==> config.mk <==
export PLATFORM = sky130hd
export DESIGN_NAME = rgb_led_effect_controller
export DESIGN_NICKNAME = d
export VERILOG_FILES = /design/src/rlec_pkg.sv /design/src/rgb_led_effect_controller.sv /design/src/rlec_ctrl.sv /design/src/rlec_datapath.sv
export SDC_FILE = /design/constraint.sdc
export NUM_CORES = 1
export LEC_CHECK = 0
export ABC_AREA = 0
export ABC_CLOCK_PERIOD_IN_PS = 16300
export BUFFER_PORTS_ARGS = -buffer_cell sky130_fd_sc_hd__buf_2
export CORE_ASPECT_RATIO = 0.9
export CORE_MARGIN = 5
export CORE_UTILIZATION = 55
export CTS_BUF_LIST = sky130_fd_sc_hd__clkbuf_2
export CTS_CLUSTER_DIAMETER = 60
export DETAILED_ROUTE_END_ITERATION = 16
export PLACE_DENSITY = 0.77
export SLEW_MARGIN = 0
export SYNTH_ARGS = -nofsm -noshare
export SYNTH_HDL_FRONTEND = slang
export SYNTH_SLANG_ARGS = --single-unit
==> constraint.sdc <==
create_clock -name clk_i -period 16.3 [get_ports clk_i]
set_clock_uncertainty 0.2 [all_clocks]
set_input_delay 2.445 -clock clk_i [delete_from_list [all_inputs] [get_ports clk_i]]
set_output_delay 2.445 -clock clk_i [all_outputs]
set_load 0.005 [all_outputs]
==> src/rlec_pkg.sv <==
`timescale 1ns / 1ps

package rlec_pkg;

  localparam int BLINK_INTERVAL = 250;
  localparam int PULSE_PERIOD   = 1000;
  localparam int PULSE_HALF     = (PULSE_PERIOD / 2 == 0) ? 1 : PULSE_PERIOD / 2;

  // Reciprocal of the half period for the triangle scale, one correction step after.
  localparam int RECIP_SHIFT = 28;
  localparam logic [28:0] PULSE_RECIP = 29'((64'd1 << RECIP_SHIFT) / PULSE_HALF);

  localparam logic [7:0] DUTY_MAX        = 8'd255;
  localparam logic [7:0] FULL_DUTY_RESET = 8'd255;
  localparam logic [1:0] LAST_CH         = 2'd2;

  typedef enum logic [1:0] {
    OP_TICK   = 2'd0,
    OP_PLAY   = 2'd1,
    OP_EFFECT = 2'd2,
    OP_NONE   = 2'd3
  } rlec_op_e;

  typedef enum logic [1:0] {
    MODE_OFF   = 2'd0,
    MODE_SOLID = 2'd1,
    MODE_BLINK = 2'd2,
    MODE_PULSE = 2'd3
  } rlec_mode_e;

  typedef enum logic [3:0] {
    ST_IDLE,
    ST_EXEC,
    ST_SCALE_MUL,
    ST_SCALE_FIX,
    ST_MUL1,
    ST_DIV1,
    ST_MUL2,
    ST_DIV2,
    ST_FINISH
  } rlec_state_e;

  typedef struct packed {
    logic       capture;
    logic       exec;
    logic       scale_mul;
    logic       scale_fix;
    logic       mul1;
    logic       div1;
    logic       mul2;
    logic       div2;
    logic [1:0] ch;
    logic       load_out;
  } rlec_cmd_t;

  typedef struct packed {
    logic draw;
  } rlec_status_t;

  // Exact x / 255 for any x up to 255 * 255: 32897 / 2^23 sits just above 1/255.
  function automatic logic [7:0] div255(input logic [15:0] x);
    logic [32:0] p;
    p = {17'd0, x} * 33'd32897;
    return p[30:23];
  endfunction

endpackage

==> src/rgb_led_effect_controller.sv <==
// Sequence: each input beat is captured and run in EXEC; a status change, a held display
//   or a rejected command then goes to FINISH, while a drawn effect first passes the
//   scale steps and three channels through one shared multiply and divide-by-255 stage.
// Throughput: one item at a time; the next beat is taken once the result is in the
//   output register, which waits in FINISH while the previous result is not yet taken.
// Reset (rst_ni, async, active low): full duty 255, status display stopped, no effect.
`timescale 1ns / 1ps

module rgb_led_effect_controller (
  input  logic        clk_i,
  input  logic        rst_ni,
  input  logic        s_axis_tvalid,
  output logic        s_axis_tready,
  // [0] play, [8:1] effect_mode, [16:9] red_level, [24:17] green_level,
  // [32:25] blue_level, [48:33] duration, [55:49] zero
  input  logic [55:0] s_axis_tdata,
  // [1:0] operation
  input  logic [1:0]  s_axis_tuser,
  output logic        m_axis_tvalid,
  input  logic        m_axis_tready,
  // [7:0] red_duty, [15:8] green_duty, [23:16] blue_duty, [24] accepted,
  // [25] effect_running, [31:26] zero
  output logic [31:0] m_axis_tdata,
  input  logic        cfg_we_i,
  input  logic [7:0]  cfg_wdata_i
);

  rlec_pkg::rlec_cmd_t    cmd;
  rlec_pkg::rlec_status_t status;

  rlec_ctrl u_ctrl (
    .clk_i       (clk_i),
    .rst_ni      (rst_ni),
    .in_valid_i  (s_axis_tvalid),
    .in_ready_o  (s_axis_tready),
    .out_valid_o (m_axis_tvalid),
    .out_ready_i (m_axis_tready),
    .status_i    (status),
    .cmd_o       (cmd)
  );

  rlec_datapath u_dp (
    .clk_i       (clk_i),
    .rst_ni      (rst_ni),
    .cmd_i       (cmd),
    .status_o    (status),
    .in_data_i   (s_axis_tdata),
    .in_op_i     (s_axis_tuser),
    .cfg_we_i    (cfg_we_i),
    .cfg_wdata_i (cfg_wdata_i),
    .out_data_o  (m_axis_tdata)
  );

endmodule

==> src/rlec_ctrl.sv <==
`timescale 1ns / 1ps

module rlec_ctrl (
  input  logic                  clk_i,
  input  logic                  rst_ni,
  input  logic                  in_valid_i,
  output logic                  in_ready_o,
  output logic                  out_valid_o,
  input  logic                  out_ready_i,
  input  rlec_pkg::rlec_status_t status_i,
  output rlec_pkg::rlec_cmd_t    cmd_o
);

  rlec_pkg::rlec_state_e state_q, state_d;
  logic [1:0] ch_q, ch_d;
  logic       out_valid_q, out_valid_d;
  logic       load_out;

  assign load_out = (state_q == rlec_pkg::ST_FINISH) && (!out_valid_q || out_ready_i);

  always_comb begin
    state_d = state_q;
    ch_d    = ch_q;
    unique case (state_q)
      rlec_pkg::ST_IDLE: begin
        if (in_valid_i) state_d = rlec_pkg::ST_EXEC;
      end
      rlec_pkg::ST_EXEC: begin
        state_d = status_i.draw ? rlec_pkg::ST_SCALE_MUL : rlec_pkg::ST_FINISH;
      end
      rlec_pkg::ST_SCALE_MUL: state_d = rlec_pkg::ST_SCALE_FIX;
      rlec_pkg::ST_SCALE_FIX: state_d = rlec_pkg::ST_MUL1;
      rlec_pkg::ST_MUL1:      state_d = rlec_pkg::ST_DIV1;
      rlec_pkg::ST_DIV1:      state_d = rlec_pkg::ST_MUL2;
      rlec_pkg::ST_MUL2:      state_d = rlec_pkg::ST_DIV2;
      rlec_pkg::ST_DIV2: begin
        if (ch_q == rlec_pkg::LAST_CH) begin
          ch_d    = 2'd0;
          state_d = rlec_pkg::ST_FINISH;
        end else begin
          ch_d    = ch_q + 2'd1;
          state_d = rlec_pkg::ST_MUL1;
        end
      end
      rlec_pkg::ST_FINISH: begin
        if (load_out) state_d = rlec_pkg::ST_IDLE;
      end
      default: state_d = rlec_pkg::ST_IDLE;
    endcase
  end

  always_comb begin
    out_valid_d = out_valid_q;
    if (load_out) begin
      out_valid_d = 1'b1;
    end else if (out_ready_i) begin
      out_valid_d = 1'b0;
    end
  end

  always_comb begin
    in_ready_o        = (state_q == rlec_pkg::ST_IDLE);
    cmd_o.capture     = in_ready_o && in_valid_i;
    cmd_o.exec        = (state_q == rlec_pkg::ST_EXEC);
    cmd_o.scale_mul   = (state_q == rlec_pkg::ST_SCALE_MUL);
    cmd_o.scale_fix   = (state_q == rlec_pkg::ST_SCALE_FIX);
    cmd_o.mul1        = (state_q == rlec_pkg::ST_MUL1);
    cmd_o.div1        = (state_q == rlec_pkg::ST_DIV1);
    cmd_o.mul2        = (state_q == rlec_pkg::ST_MUL2);
    cmd_o.div2        = (state_q == rlec_pkg::ST_DIV2);
    cmd_o.ch          = ch_q;
    cmd_o.load_out    = load_out;
    out_valid_o       = out_valid_q;
  end

  always_ff @(posedge clk_i or negedge rst_ni) begin
    if (!rst_ni) begin
      state_q     <= rlec_pkg::ST_IDLE;
      ch_q        <= 2'd0;
      out_valid_q <= 1'b0;
    end else begin
      state_q     <= state_d;
      ch_q        <= ch_d;
      out_valid_q <= out_valid_d;
    end
  end

endmodule

==> src/rlec_datapath.sv <==
`timescale 1ns / 1ps

module rlec_datapath (
  input  logic                  clk_i,
  input  logic                  rst_ni,
  input  rlec_pkg::rlec_cmd_t    cmd_i,
  output rlec_pkg::rlec_status_t status_o,
  input  logic [55:0]           in_data_i,
  input  logic [1:0]            in_op_i,
  input  logic                  cfg_we_i,
  input  logic [7:0]            cfg_wdata_i,
  output logic [31:0]           out_data_o
);

  localparam logic [10:0] PERIOD_W  = 11'(rlec_pkg::PULSE_PERIOD);
  localparam logic [9:0]  PERIOD_10 = 10'(rlec_pkg::PULSE_PERIOD);
  localparam logic [9:0]  HALF_10   = 10'(rlec_pkg::PULSE_HALF);
  localparam logic [17:0] HALF_18   = 18'(rlec_pkg::PULSE_HALF);
  localparam logic [7:0]  BLINK_8   = 8'(rlec_pkg::BLINK_INTERVAL);

  // Captured input beat
  rlec_pkg::rlec_op_e op_q;
  logic        play_in_q;
  logic [7:0]  mode_in_q;
  logic [7:0]  red_in_q, green_in_q, blue_in_q;
  logic [15:0] dur_in_q;

  // Architectural state
  logic        full_duty_q_en;
  logic [7:0]  full_duty_q;
  logic        play_flag_q;
  logic        custom_on_q;
  rlec_pkg::rlec_mode_e stored_mode_q;
  logic [7:0]  stored_red_q, stored_green_q, stored_blue_q;
  logic [15:0] remaining_q;
  logic        expiry_q;
  logic [7:0]  blink_elapsed_q;
  logic        blink_lit_q;
  logic [9:0]  phase_q;
  logic [7:0]  shown_q [3];
  logic        acc_q;

  // Working registers
  logic [17:0] pq_q;
  logic [7:0]  scale_q;
  logic [15:0] prod_q;
  logic [7:0]  base_q;
  logic [31:0] out_q;

  // Item decode
  logic [10:0] phase_inc;
  logic [9:0]  phase_tick;
  logic [15:0] rem_dec;
  logic        expired;
  logic [7:0]  blink_inc;
  logic        blink_wrap;
  logic        mode_ok;
  logic        show_stat;
  logic        stat_play;

  // Pulse scale
  logic [9:0]  tri_x;
  logic [17:0] tri_n;
  logic [46:0] recip_prod;
  logic [27:0] qh;
  logic [17:0] rem18;
  logic [17:0] q_fix;
  logic [7:0]  pulse_scale;
  logic [7:0]  scale_sel;
  logic [7:0]  level;

  assign full_duty_q_en = cfg_we_i;

  always_comb begin
    phase_inc  = {1'b0, phase_q} + 11'd1;
    phase_tick = (phase_inc >= PERIOD_W) ? 10'd0 : phase_inc[9:0];
    rem_dec    = remaining_q - 16'd1;
    expired    = custom_on_q && expiry_q && (rem_dec == 16'd0);
    blink_inc  = blink_elapsed_q + 8'd1;
    blink_wrap = (blink_inc >= BLINK_8);
    mode_ok    = (mode_in_q <= 8'(rlec_pkg::MODE_PULSE));
    show_stat  = ((op_q == rlec_pkg::OP_TICK) && expired) || (op_q == rlec_pkg::OP_PLAY);
    stat_play  = (op_q == rlec_pkg::OP_PLAY) ? play_in_q : play_flag_q;
    status_o.draw = ((op_q == rlec_pkg::OP_TICK) && custom_on_q && !expired) ||
                    ((op_q == rlec_pkg::OP_EFFECT) && mode_ok);
  end

  always_comb begin
    if (phase_q < HALF_10) begin
      tri_x = phase_q;
    end else if (phase_q <= PERIOD_10) begin
      tri_x = PERIOD_10 - phase_q;
    end else begin
      tri_x = 10'd0;
    end
    tri_n      = ({8'd0, tri_x} << 8) - {8'd0, tri_x};
    recip_prod = {29'd0, tri_n} * {18'd0, rlec_pkg::PULSE_RECIP};
    qh         = {10'd0, pq_q} * 28'(rlec_pkg::PULSE_HALF);
    rem18      = tri_n - qh[17:0];
    q_fix      = (rem18 >= HALF_18) ? pq_q + 18'd1 : pq_q;
    // an odd period lets the falling edge overshoot full scale
    pulse_scale = (q_fix > 18'(rlec_pkg::DUTY_MAX)) ? rlec_pkg::DUTY_MAX : q_fix[7:0];
    unique case (stored_mode_q)
      rlec_pkg::MODE_OFF:   scale_sel = 8'd0;
      rlec_pkg::MODE_SOLID: scale_sel = rlec_pkg::DUTY_MAX;
      rlec_pkg::MODE_BLINK: scale_sel = blink_lit_q ? rlec_pkg::DUTY_MAX : 8'd0;
      rlec_pkg::MODE_PULSE: scale_sel = pulse_scale;
      default:              scale_sel = 8'd0;
    endcase
  end

  always_comb begin
    unique case (cmd_i.ch)
      2'd0:    level = stored_red_q;
      2'd1:    level = stored_green_q;
      default: level = stored_blue_q;
    endcase
  end

  always_ff @(posedge clk_i) begin
    if (cmd_i.capture) begin
      op_q       <= rlec_pkg::rlec_op_e'(in_op_i);
      play_in_q  <= in_data_i[0];
      mode_in_q  <= in_data_i[8:1];
      red_in_q   <= in_data_i[16:9];
      green_in_q <= in_data_i[24:17];
      blue_in_q  <= in_data_i[32:25];
      dur_in_q   <= in_data_i[48:33];
    end
    if (cmd_i.scale_mul) pq_q <= recip_prod[rlec_pkg::RECIP_SHIFT +: 18];
    if (cmd_i.scale_fix) scale_q <= scale_sel;
    if (cmd_i.mul1) prod_q <= {8'd0, level} * {8'd0, full_duty_q};
    if (cmd_i.div1) base_q <= rlec_pkg::div255(prod_q);
    if (cmd_i.mul2) prod_q <= {8'd0, base_q} * {8'd0, scale_q};
    if (cmd_i.load_out) begin
      out_q <= {6'd0, custom_on_q, acc_q, shown_q[2], shown_q[1], shown_q[0]};
    end
  end

  always_ff @(posedge clk_i or negedge rst_ni) begin
    if (!rst_ni) begin
      full_duty_q     <= rlec_pkg::FULL_DUTY_RESET;
      play_flag_q     <= 1'b0;
      custom_on_q     <= 1'b0;
      stored_mode_q   <= rlec_pkg::MODE_OFF;
      stored_red_q    <= 8'd0;
      stored_green_q  <= 8'd0;
      stored_blue_q   <= 8'd0;
      remaining_q     <= 16'd0;
      expiry_q        <= 1'b0;
      blink_elapsed_q <= 8'd0;
      blink_lit_q     <= 1'b1;
      phase_q         <= 10'd0;
      shown_q[0]      <= 8'd0;
      shown_q[1]      <= 8'd0;
      shown_q[2]      <= 8'd0;
      acc_q           <= 1'b1;
    end else begin
      if (full_duty_q_en) full_duty_q <= cfg_wdata_i;
      if (cmd_i.exec) begin
        acc_q <= 1'b1;
        unique case (op_q)
          rlec_pkg::OP_TICK: begin
            phase_q <= phase_tick;
            if (custom_on_q) begin
              if (expiry_q) remaining_q <= rem_dec;
              if (expired) begin
                custom_on_q <= 1'b0;
              end else if (stored_mode_q == rlec_pkg::MODE_BLINK) begin
                blink_elapsed_q <= blink_wrap ? 8'd0 : blink_inc;
                if (blink_wrap) blink_lit_q <= !blink_lit_q;
              end
            end
          end
          rlec_pkg::OP_PLAY: begin
            play_flag_q <= play_in_q;
            custom_on_q <= 1'b0;
          end
          rlec_pkg::OP_EFFECT: begin
            if (!mode_ok) begin
              acc_q <= 1'b0;
            end else begin
              custom_on_q     <= 1'b1;
              stored_mode_q   <= rlec_pkg::rlec_mode_e'(mode_in_q[1:0]);
              stored_red_q    <= red_in_q;
              stored_green_q  <= green_in_q;
              stored_blue_q   <= blue_in_q;
              remaining_q     <= dur_in_q;
              expiry_q        <= (dur_in_q != 16'd0);
              blink_elapsed_q <= 8'd0;
              blink_lit_q     <= 1'b1;
            end
          end
          default: ;
        endcase
        if (show_stat) begin
          shown_q[0] <= stat_play ? 8'd0 : full_duty_q;
          shown_q[1] <= stat_play ? full_duty_q : 8'd0;
          shown_q[2] <= 8'd0;
        end
      end
      if (cmd_i.div2) shown_q[cmd_i.ch] <= rlec_pkg::div255(prod_q);
    end
  end

  assign out_data_o = out_q;

endmodule

=== After elaboration in Yosys (flattened, before gate mapping) ===
Index checks and enable logic that the tools add are counted.

* Register bits: 223
* Logic and storage cells: 157

* Add/subtract/negate cells: 8
* Reduce and logical (&&, ||, !) cells: 32
* Bitwise logic cells: 1
* Equality and inequality tests: 23
* Multiplexer cells: 48
* $mul: 5
* Magnitude comparators: 9

{| class="wikitable"
|+ Operators by type and width
! cell !! number
|-
| 16-bit 2-to-1 mux || 5
|-
| 8-bit 2-to-1 mux || 10
|-
| 24-bit 2-to-1 mux || 3
|-
| 18-bit by 19-bit multiplier with 37-bit output, second input constant || 1
|-
| 4-bit one-hot mux with 9 select lines || 1
|-
| 8-bit by 8-bit multiplier with 16-bit output || 2
|-
| 16-bit one-hot mux with 2 select lines || 1
|-
| 8-bit one-hot mux with 2 select lines || 2
|-
| 8-bit one-hot mux with 4 select lines || 1
|-
| 16-bit by 16-bit multiplier with 31-bit output, second input constant || 1
|-
| 10-bit 2-to-1 mux || 3
|-
| 24-bit bitwise mux || 1
|-
| 10-bit by 1-bit adder with 11-bit output, second input constant || 2
|-
| 18-bit by 9-bit >= comparator with 1-bit output, second input constant || 1
|-
| 18-bit by 8-bit greater-than comparator with 1-bit output, second input constant || 1
|-
| 18-bit 2-to-1 mux || 1
|-
| 18-bit by 10-bit subtractor with 18-bit output || 1
|-
| 18-bit subtractor || 1
|-
| 8-bit demux with 2-bit select || 1
|-
| 4-bit by 3-bit equality test with 1-bit output, second input constant || 4
|-
| 16-bit logical NOT || 1
|-
| 10-bit by 7-bit multiplier with 16-bit output, second input constant || 1
|-
| 4-bit 2-to-1 mux || 4
|-
| 16-bit nonzero test || 1
|-
| 35 further kinds || 76
|}

=== Depth between registers and ports, before layout ===
Gate-level depths: netlist of run 1.

* Depth after elaboration: 10
* Gate-level depth with buffers: 39

=== By module ===
A second synthesis of run 1 with hierarchy kept.

* Cell total of the unflattened synthesis: 2196
* Area, all modules: 21765.9 um^2

{| class="wikitable"
|+ By module, submodules not included
! module !! cells each !! area each (um^2) !! instances
|-
| rlec_datapath || 2153 || 21364.2 || 1
|-
| rlec_ctrl || 43 || 401.6 || 1
|}

=== Least setup slack after synthesis of run 1 ===
No wires, ideal clock.

* Kind: register to register
* From: reg u_dp.phase_q[0]
* To: reg u_dp.pq_q[8], data pin
* Path buffers: 2
* Clock period less this slack: 8898 ps
* Stages on the path, launching flop included: 37
* Slack: 7402 ps
* Required time: 15840 ps
* Arrival time: 8438 ps
* Cells stage by stage: dfrtp_1 buf_6 inv_1 ha_1 nand2b_1 buf_4 a21oi_1 nor2_1 nor2_1 a22o_1 inv_1 ha_1 nor2b_1 a41o_1 a21o_1 or2_1 or3_1 xor2_1 ha_1 inv_1 fa_1 fa_1 fa_1 fa_1 fa_1 inv_1 ha_1 nand2_1 a211o_1 nor3_1 a21oi_1 nor3b_1 o21a_1 nor4_1 o41ai_1 a21oi_1 xnor2_1

* Cells in the longest elaborated chain, start to end: 5
* Elaborated cells on any way between the ends: 7

{| class="wikitable"
|+ RTL lines
! element !! line !! text
|-
| start: declaration || rlec_datapath.sv:39 || <nowiki>logic [9:0] phase_q;</nowiki>
|-
| start signal: assignment || rlec_datapath.sv:164 || <nowiki>phase_q <= phase_tick;</nowiki>
|-
| 10-bit subtractor / 10-bit less-or-equal comparator (equally long branches) || rlec_datapath.sv:92, rlec_datapath.sv:91 ||
|-
| 10-bit 2-to-1 mux || rlec_datapath.sv:91 || <nowiki>end else if (phase_q <= PERIOD_10) begin</nowiki>
|-
| 10-bit 2-to-1 mux * || rlec_datapath.sv:89 || <nowiki>if (phase_q < HALF_10) begin</nowiki>
|-
| 18-bit by 10-bit subtractor with 18-bit output * || rlec_datapath.sv:96 || <nowiki>tri_n = ({8'd0, tri_x} << 8) - {8'd0, tri_x};</nowiki>
|-
| 18-bit by 19-bit multiplier with 37-bit output * || rlec_datapath.sv:97 || <nowiki>recip_prod = {29'd0, tri_n} * {18'd0, rlec_pkg::PULSE_RECIP};</nowiki>
|-
| via u_dp.recip_prod[36] || rlec_datapath.sv:64 || <nowiki>logic [46:0] recip_prod;</nowiki>
|-
| end signal: assignment || rlec_datapath.sv:130 || <nowiki>if (cmd_i.scale_mul) pq_q <= recip_prod[rlec_pkg::RECIP_SHIFT +: 18];</nowiki>
|-
| end: declaration || rlec_datapath.sv:44 || <nowiki>logic [17:0] pq_q;</nowiki>
|}

Mark *: on every way through the listed nets, which the timed path passes. The rest lies on a longest branch.
A chain may end at the register's enable or synchronous reset.

=== Worst setup path in the final report of run 1 ===
Same ends and word-level chain as after synthesis.

==> flow_summary.yaml, run 1 <==
die:
  ios: 105
  start_util: 0.5535
  die_w_um: 219.4
  rows: 69
  die_y_um: 198.4
  die_area_mm2: 0.04352
  coreArea_mm2: 0.03920
grt:
  grt_pass1_wl_um: 77710
  grt_max_degree: 70
  grt.total_usage: 0.2135
  grt_overflow: 0
  antenna_found_initial: 1
  first_global_vias: 16266
drt:
  avgViaCountPerCell: 5.632
  ant_nets: 0
  drc_errors: 0
  drt_iter0_drc: 1143
  wirelength_um: 45750
  dr.pass1.iters: 7
  wl_per_cell_um: 16.15
  via_count: 15956
setup_path:
  cp.required_ps: 16730
  crit_arrival_ps: 10830
  worst_path_max_delay_cell: "dfrtp_1"
  cp_max_fo: 12
  slowest_delay_ps: 640
  cp_common_cell: "fa_1"
  cp-end-kind: "register"
  path_class: "register to register"
  critPathLaunchType: "register"
sta:
  tightest_slew_ps: 1106
  finalCritPeriodShare: 0.6379
  setup_viol: 0
  tns_ps: 0
  rsz0062_at_grt: "no"
  post-route-min-period_ps: 10400
  hold_viol: 0
  slew_violations: 0
  slew-limit-headroom: 0.2577
  fmax_mhz: 96.18
  setup_ws_ps: 5903
final_layout:
  final_nets: 2835
  layout.cells.non_filler: 2833
  final_common_cell: "ha_1"
  area_delta_synth_final_pct: 6.661
  layout_common_cells: "ha_1, inv_1, fa_1"
  drive_gt1_frac: 0.1200
synth:
  ys_types: 93
  syn-cell-area_mm2: 0.02169
  synth-main-ff-cell: "edfxtp_1"
  async_flop_share: 0.4664
  yosysTopAreaCellShare: 0.1990
  synth_edf_count: 119
  netlist_instances: 2158
  yosysWarnings: 0
  seq_area_frac_synth: 0.2853
  synth-seq-cells: 223
  synthTopCellsByArea: "ha_1, edfxtp_1, fa_1"
  netlist.top_cell.by_area: "ha_1"
  avgSynthCellArea_um2: 10.05
placement:
  dp_cells: 2739
  numPortBuffers: 91
  place_ws_ps: 6030
  place_hpwl_um: 36500
  place.gp.congestion: 0.9029
clock_network:
  cts_tree: "built"
  root_buffer: "clkbuf_2"
  post_cts_resized: 0
  numCtsBuffers: 51
  cts_setup_buffers: 0
  clk_pin_slew_ps: 100
  clk_latency_ps: 870
  cts_hold_buf: 0
  cts.sinks: 223
  htree_levels: 2
  clock_tree.buffer_depth: 3
outcome:
  outcome: "finished, final reports clean"
job:
  max_cap_viol_count: 0
min_path:
  hold_class: "register to register"
[synthesized netlist by cell type (9+ instances only)]
| cell type | instances |
|---|---|
| nand2b_1 | 18 |
| a31oi_1 | 13 |
| mux2i_1 | 14 |
| clkbuf_1 | 32 |
| nor3_1 | 39 |
| o21a_1 | 16 |
| nor2b_1 | 44 |
| o21ai_1 | 13 |
| xnor2_1 | 46 |
| buf_2 | 12 |
| a311oi_1 | 16 |
| a22oi_1 | 9 |
| mux2_2 | 37 |
| edfxtp_1 | 119 |
| a211oi_1 | 14 |
| nand4_1 | 14 |
| inv_1 | 322 |
| nand2_1 | 156 |
| and2_1 | 55 |
| dfstp_2 | 10 |
| and3_1 | 10 |
| nor2_1 | 98 |
| o21ai_0 | 92 |
| a21oi_1 | 93 |
| dfrtp_1 | 94 |
| o22ai_1 | 14 |
| fa_1 | 159 |
| nand3_1 | 29 |
| a21o_1 | 23 |
| ha_1 | 345 |
| nor4_1 | 17 |
| xor2_1 | 30 |
[metal layers]
metal | GRT usage | vias to the layer above | wire length [um]
li1 | - | 7662 | -
met1 | 0.2924 | 7875 | 20390
met2 | 0.3616 | 349 | 22640
met3 | 0.02831 | 70 | 1744
met4 | 0.05628 | 0 | 977
met5 | 0 | - | 0
[path summary, 6_finish.rpt]
kind | from | end | slack (ps) | cells after the start
max in group asynchronous | rst_ni | u_dp.remaining_q[8] | 13270 | 2
setup reg to reg | u_dp.phase_q[0] | u_dp.pq_q[8] | 5900 | 32
min in group asynchronous | rst_ni | u_dp.shown_q[20] | 1350 | 1
setup / recovery | u_dp.phase_q[0] | u_dp.pq_q[8] | 5900 | 32
hold reg to reg | u_dp.shown_q[16] | u_dp.out_data_o[0] | 250 | 0
hold / removal | u_dp.shown_q[16] | u_dp.out_data_o[0] | 250 | 0
[logic make-up (layout without fill, tap and decap cells)]
logic type / Yosys count / in the layout / synth area share
and+or+nand+nor: 538 / 538 / 0.1276
adders and majority gates: 504 / 504 / 0.3457
buffers and inverters: 382 / 519 / 0.06955
AOI/OAI and AO/OA: 381 / 381 / 0.1143
DFF: 223 / 223 / 0.2853
xor gates and xnor gates: 76 / 76 / 0.03068
muxes: 53 / 53 / 0.02682
other: 1 / 7 / 0.0001729
[critical path: cells and delay by family (launching register included)]
kind	cells	cell delay [ps]
XOR/XNOR	2	710
buffers and inverters	4	460
flip-flops	1	640
AO/OA/AOI/OAI	11	2450
AND/OR/NAND/NOR	6	1800
adder cells (fa/ha/maj)	9	3850
[metrics by stage]
step	utilization	hold slack (ps)	area, um^2
5_1_grt	0.5904	257.2	23140
6_report	0.5904	249.3	23140
3_3_place_gp	0.5779	227.0	22650
2_1_floorplan	-	217.1	21710
4_1_cts	0.5903	251.6	23140
3_5_place_dp	0.5779	225.3	22650
[registers in the layout (all words and copies together), names as in the netlist, 10 cells and up]
| name | count |
|---|---|
| u_dp.phase_q | 10 |
| u_dp.shown_q | 24 |
| u_dp.pq_q | 10 |
| u_dp.prod_q | 16 |
| u_dp.out_data_o | 26 |
| u_dp.remaining_q | 16 |
| u_dp.dur_in_q | 16 |
[layout make-up]
type,instances,area (um^2)
flip-flops and latches,223,6188
clock buffers,77,385.4
well taps,532,665.6
repair buffers,104,555.5
inverters,322,1209
multi-input cells,1558,14030
clock inverters,16,101.3
fillers,3339,16060
diodes,1,2.502
Power of run 1 is left out: the tool's default activity adds up to more than one toggle a clock period on the data nets, which glitch-free logic cannot reach.
==> run 2: changes to the inputs <==
- ABC_AREA: 0 -> 1
- ABC_CLOCK_PERIOD_IN_PS: 16300 -> 10660
- clock period: 16.3 -> 10.66 ns (I/O delays scaled with it)
==> flow_summary.yaml, run 2 <==
synth:
  async_flop_share: 0.4664
  synth_edf_count: 119
  avgSynthCellArea_um2: 8.796
  synth-main-ff-cell: "edfxtp_1"
  netlist.top_cell.by_area: "ha_1"
  synth_most_common_cell: "inv_1"
  ys_types: 58
  syn-cell-area_mm2: 0.02224
  yosysTopAreaCellShare: 0.1941
  synth-seq-cells: 223
  seq_area_frac_synth: 0.2783
  synthTopCellsByArea: "ha_1, edfxtp_1, fa_1"
  netlist_instances: 2528
  yosysWarnings: 0
  synth.top_cells.by_count: "inv_1, nand2_1, ha_1, nor2_1, fa_1"
final_layout:
  layout_common_cells: "inv_1, nand2_1, ha_1"
  drive_gt1_frac: 0.1034
  final_nets: 3210
  largest_reg_flops: 26
  final_common_cell: "inv_1"
  area_delta_synth_final_pct: 6.426
  layout.cells.non_filler: 3211
  fin_util: 0.5959
setup_path:
  r2r_start: "u_dp.phase_q[0]"
  slowest_delay_ps: 550
  cp_max_fo: 13
  ff2ff_path_depth: 39
  critPathLaunchType: "register"
  cp.required_ps: 11060
  worst_path_max_delay_cell: "fa_1"
  reg2reg_to: "u_dp.pq_q[6]"
  cp-end-kind: "register"
  crit_arrival_ps: 9690
  cp_common_cell: "nand2_1"
  r2r_setup_slack_ps: 1370
  path_class: "register to register"
die:
  die_area_mm2: 0.04456
  coreArea_mm2: 0.03971
  rows: 69
  die_y_um: 200.8
  ios: 105
  start_util: 0.5599
  die_w_um: 221.9
clock_network:
  clk_pin_slew_ps: 100
  clock_tree.buffer_depth: 3
  cts_tree: "built"
  cts_hold_buf: 0
  cts.sinks: 223
  root_buffer: "clkbuf_2"
  htree_levels: 2
  clk_latency_ps: 880
  cts_setup_buffers: 0
  numCtsBuffers: 52
  post_cts_resized: 0
placement:
  place_hpwl_um: 42350
  place.gp.congestion: 0.9236
  numPortBuffers: 91
  place_ws_ps: 1450
  dp_cells: 3113
drt:
  drt_iter0_drc: 1280
  wl_per_cell_um: 16.28
  wirelength_um: 52280
  avgViaCountPerCell: 5.437
  dr.pass1.iters: 9
  via_count: 17457
  drc_errors: 0
  ant_nets: 0
grt:
  antenna_found_initial: 1
  grt_max_degree: 69
  first_global_vias: 17549
  grt_pass1_wl_um: 86690
  grt.total_usage: 0.2327
  grt_overflow: 0
min_path:
  hold_class: "register to register"
  whs_endpoint: "u_dp.out_data_o[22]"
  hp-start: "u_dp.shown_q[6]"
  min_path_cells: 0
sta:
  post-route-min-period_ps: 9288
  fmax_mhz: 107.7
  slew_violations: 0
  hold_viol: 0
  tns_ps: 0
  setup_ws_ps: 1372
  setup_viol: 0
  rsz0062_at_grt: "no"
  finalCritPeriodShare: 0.8713
  tightest_slew_ps: 1221
  slew-limit-headroom: 0.1859
job:
  max_cap_viol_count: 0
outcome:
  outcome: "finished, final reports clean"
-- run 2: cell count changes after synthesis, moves of 20 or more --
| cell | change |
|---|---|
| nand2_1 | +259 |
| a21oi_1 | +31 |
| o21ai_0 | +28 |
| and2_1 | -52 |
| xnor2_1 | -25 |
| inv_1 | +170 |
| nor2b_1 | -44 |
| nand3_1 | +53 |
| nor3_1 | -20 |
| xor2_1 | +34 |
| nor2_1 | +75 |
-- run 2: through the flow --
step                      cell area [um^2]  hold slack [ps]
after CTS                            23660            232.1
after floorplan                      22260            224.9
after global routing                 23670            238.8
after detailed placement             23190            231.3
after global placement               23190            229.1
final                                23670            260.7
-- run 2: layout make-up --
type                    count  area (um^2)
fillers                  3442        16050
multi-input cells        1758        13940
flip-flops and latches    223         6188
inverters                 502         1884
well taps                 532        665.6
repair buffers             98        510.5
clock buffers              80        400.4
clock inverters            17        71.32
diodes                      1        2.502
-- run 2: worst max-delay path, delay by kind of cell, from the launching register on --
kind | cells | cell delay (ps)
compound gates | 8 | 1170
xor+xnor | 2 | 430
fa+ha+maj | 9 | 3880
buf+inv | 6 | 890
flops | 1 | 410
simple gates | 14 | 2040
-- run 2: worst max-delay path by stage --
stage | from | end | slack (ps)
global placement | u_dp.phase_q[0] | u_dp.pq_q[6] | 1680
finish | u_dp.phase_q[0] | u_dp.pq_q[6] | 1370
CTS | u_dp.phase_q[0] | u_dp.pq_q[6] | 1390
floorplan | u_dp.phase_q[0] | u_dp.pq_q[6] | 2830
detailed placement | u_dp.phase_q[0] | u_dp.pq_q[6] | 1450
global route | u_dp.phase_q[0] | u_dp.pq_q[6] | 680
-- run 2: per-layer routing --
layer  GRT usage  wire length (um)
met3     0.03290              2839
met2      0.3862             25260
met5           0                 0
met1      0.3243             23040
met4     0.06075              1149
-- run 2: kinds of logic after synthesis --
group / count (synthesis) / share of synthesized area
AND/OR/NAND/NOR: 808 / 0.1612
buffers and inverters: 552 / 0.09588
adder cells (fa/ha/maj): 504 / 0.3373
AO/OA/AOI/OAI: 335 / 0.08367
flip-flops: 223 / 0.2783
XOR/XNOR: 85 / 0.03348
multiplexers: 20 / 0.01007
other: 1 / 0.0001686
Power of run 2 is left out for the same reason.
==> run 3: changes to the inputs <==
- MAX_ROUTING_LAYER: not set -> met4
==> flow_summary.yaml, run 3 (same netlist as run 2, synthesis figures left out) <==
outcome:
  outcome: "finished, final reports clean"
die:
  die_y_um: 200.8
  start_util: 0.5599
  rows: 69
  coreArea_mm2: 0.03971
  die_w_um: 221.9
  ios: 105
  die_area_mm2: 0.04456
final_layout:
  largest_reg_flops: 26
  regArea_mm2: 0.006188
  layout_common_cells: "inv_1, nand2_1, ha_1"
  drive_gt1_frac: 0.1080
  area_delta_synth_final_pct: 6.775
  final_common_cell: "inv_1"
  fillers: 3471
  multi_input_comb_area_mm2: 0.01394
  final_nets: 3214
sta:
  rsz0062_at_grt: "no"
  finalCritPeriodShare: 0.8646
  slew-limit-headroom: 0.1876
  setup_viol: 0
  post-route-min-period_ps: 9217
  hold_viol: 0
  tns_ps: 0
  tightest_slew_ps: 1219
  fmax_mhz: 108.5
  slew_violations: 0
clock_network:
  cts_setup_buffers: 0
  clk_pin_slew_ps: 110
  clk_latency_ps: 870
  cts_tree: "built"
  clock_tree.buffer_depth: 3
  post_cts_resized: 0
  htree_levels: 2
  cts_hold_buf: 0
  cts.sinks: 223
  numCtsBuffers: 55
  root_buffer: "clkbuf_2"
grt:
  grt_pass1_wl_um: 86420
  grt.total_usage: 0.2387
  antenna_found_initial: 2
  grt_overflow: 0
  first_global_vias: 17630
  grt_max_degree: 71
setup_path:
  crit_arrival_ps: 9580
  cp.required_ps: 11020
  path_delay_family: "adder cells"
  cp-end-kind: "register"
  cp.buffers_inverters: 6
  critPathLaunchType: "register"
  path_class: "register to register"
  worst_path_max_delay_cell: "fa_1"
  cp_common_cell: "nand2_1"
  cp_max_fo: 13
  slowest_delay_ps: 550
drt:
  via_count: 17376
  ant_nets: 0
  avgViaCountPerCell: 5.396
  wl_per_cell_um: 16.19
  wirelength_um: 52140
  drc_errors: 0
  dr.pass1.iters: 8
  drt_iter0_drc: 1231
placement:
  place.gp.congestion: 0.9584
  place_hpwl_um: 42430
  numPortBuffers: 91
job:
  max_cap_viol_count: 0
min_path:
  hold_class: "register to register"
==> run 3: cell count changes in the layout (fill, tap and decap cells not counted), sizes merged <==
cell,delta
bufinv,+1
diode,+1
clkinvlp,-1
clkbuf,+9
buf,+1
clkinv,-2
==> run 3: path summary, 6_finish.rpt <==
kind                                          end  cells past startpoint            start  slack [ps]
setup / recovery                     u_dp.pq_q[6]                     39  u_dp.phase_q[0]        1440
hold / removal                 u_dp.out_data_o[9]                      0  u_dp.shown_q[9]         210
setup reg to reg                     u_dp.pq_q[6]                     39  u_dp.phase_q[0]        1440
hold reg to reg                u_dp.out_data_o[9]                      0  u_dp.shown_q[9]         210
max in group asynchronous        u_dp.shown_q[23]                      2           rst_ni        8460
min in group asynchronous  u_dp.stored_green_q[3]                      1           rst_ni         480
==> run 3: routing by layer <==
metal | GRT usage | routed length, um | up-vias
li1 | - | - | 8437
met1 | 0.3200 | 22930 | 8339
met2 | 0.3807 | 24820 | 505
met3 | 0.03670 | 3056 | 95
met4 | 0.06868 | 1328 | 0
met5 | - | 0 | -
==> run 3: final cells by class <==
type | instances | area share
multi-input combinational | 1758 | 0.5872
sequential | 223 | 0.2606
inverter | 502 | 0.07936
tap | 532 | 0.02804
timing repair buffer | 99 | 0.02182
clock buffer | 89 | 0.01876
clock inverter | 15 | 0.003952
antenna | 2 | 0.0002108
==> run 3: per-stage QoR <==
stage | cell area, um^2 | cells | hold slack [ps] | util | setup WS, ps
global route | 23740 | 3220 | 194.9 | 0.5979 | 772.3
CTS | 23740 | 3218 | 161.0 | 0.5977 | 1480
floorplan | 22260 | 2533 | 224.9 | - | 2829
global placement | 23200 | 3114 | 229.8 | 0.5842 | 1713
detailed placement | 23200 | 3114 | 234.7 | 0.5842 | 1591
finish | 23740 | 3220 | 205.6 | 0.5979 | 1443
Power of run 3 is left out for the same reason.
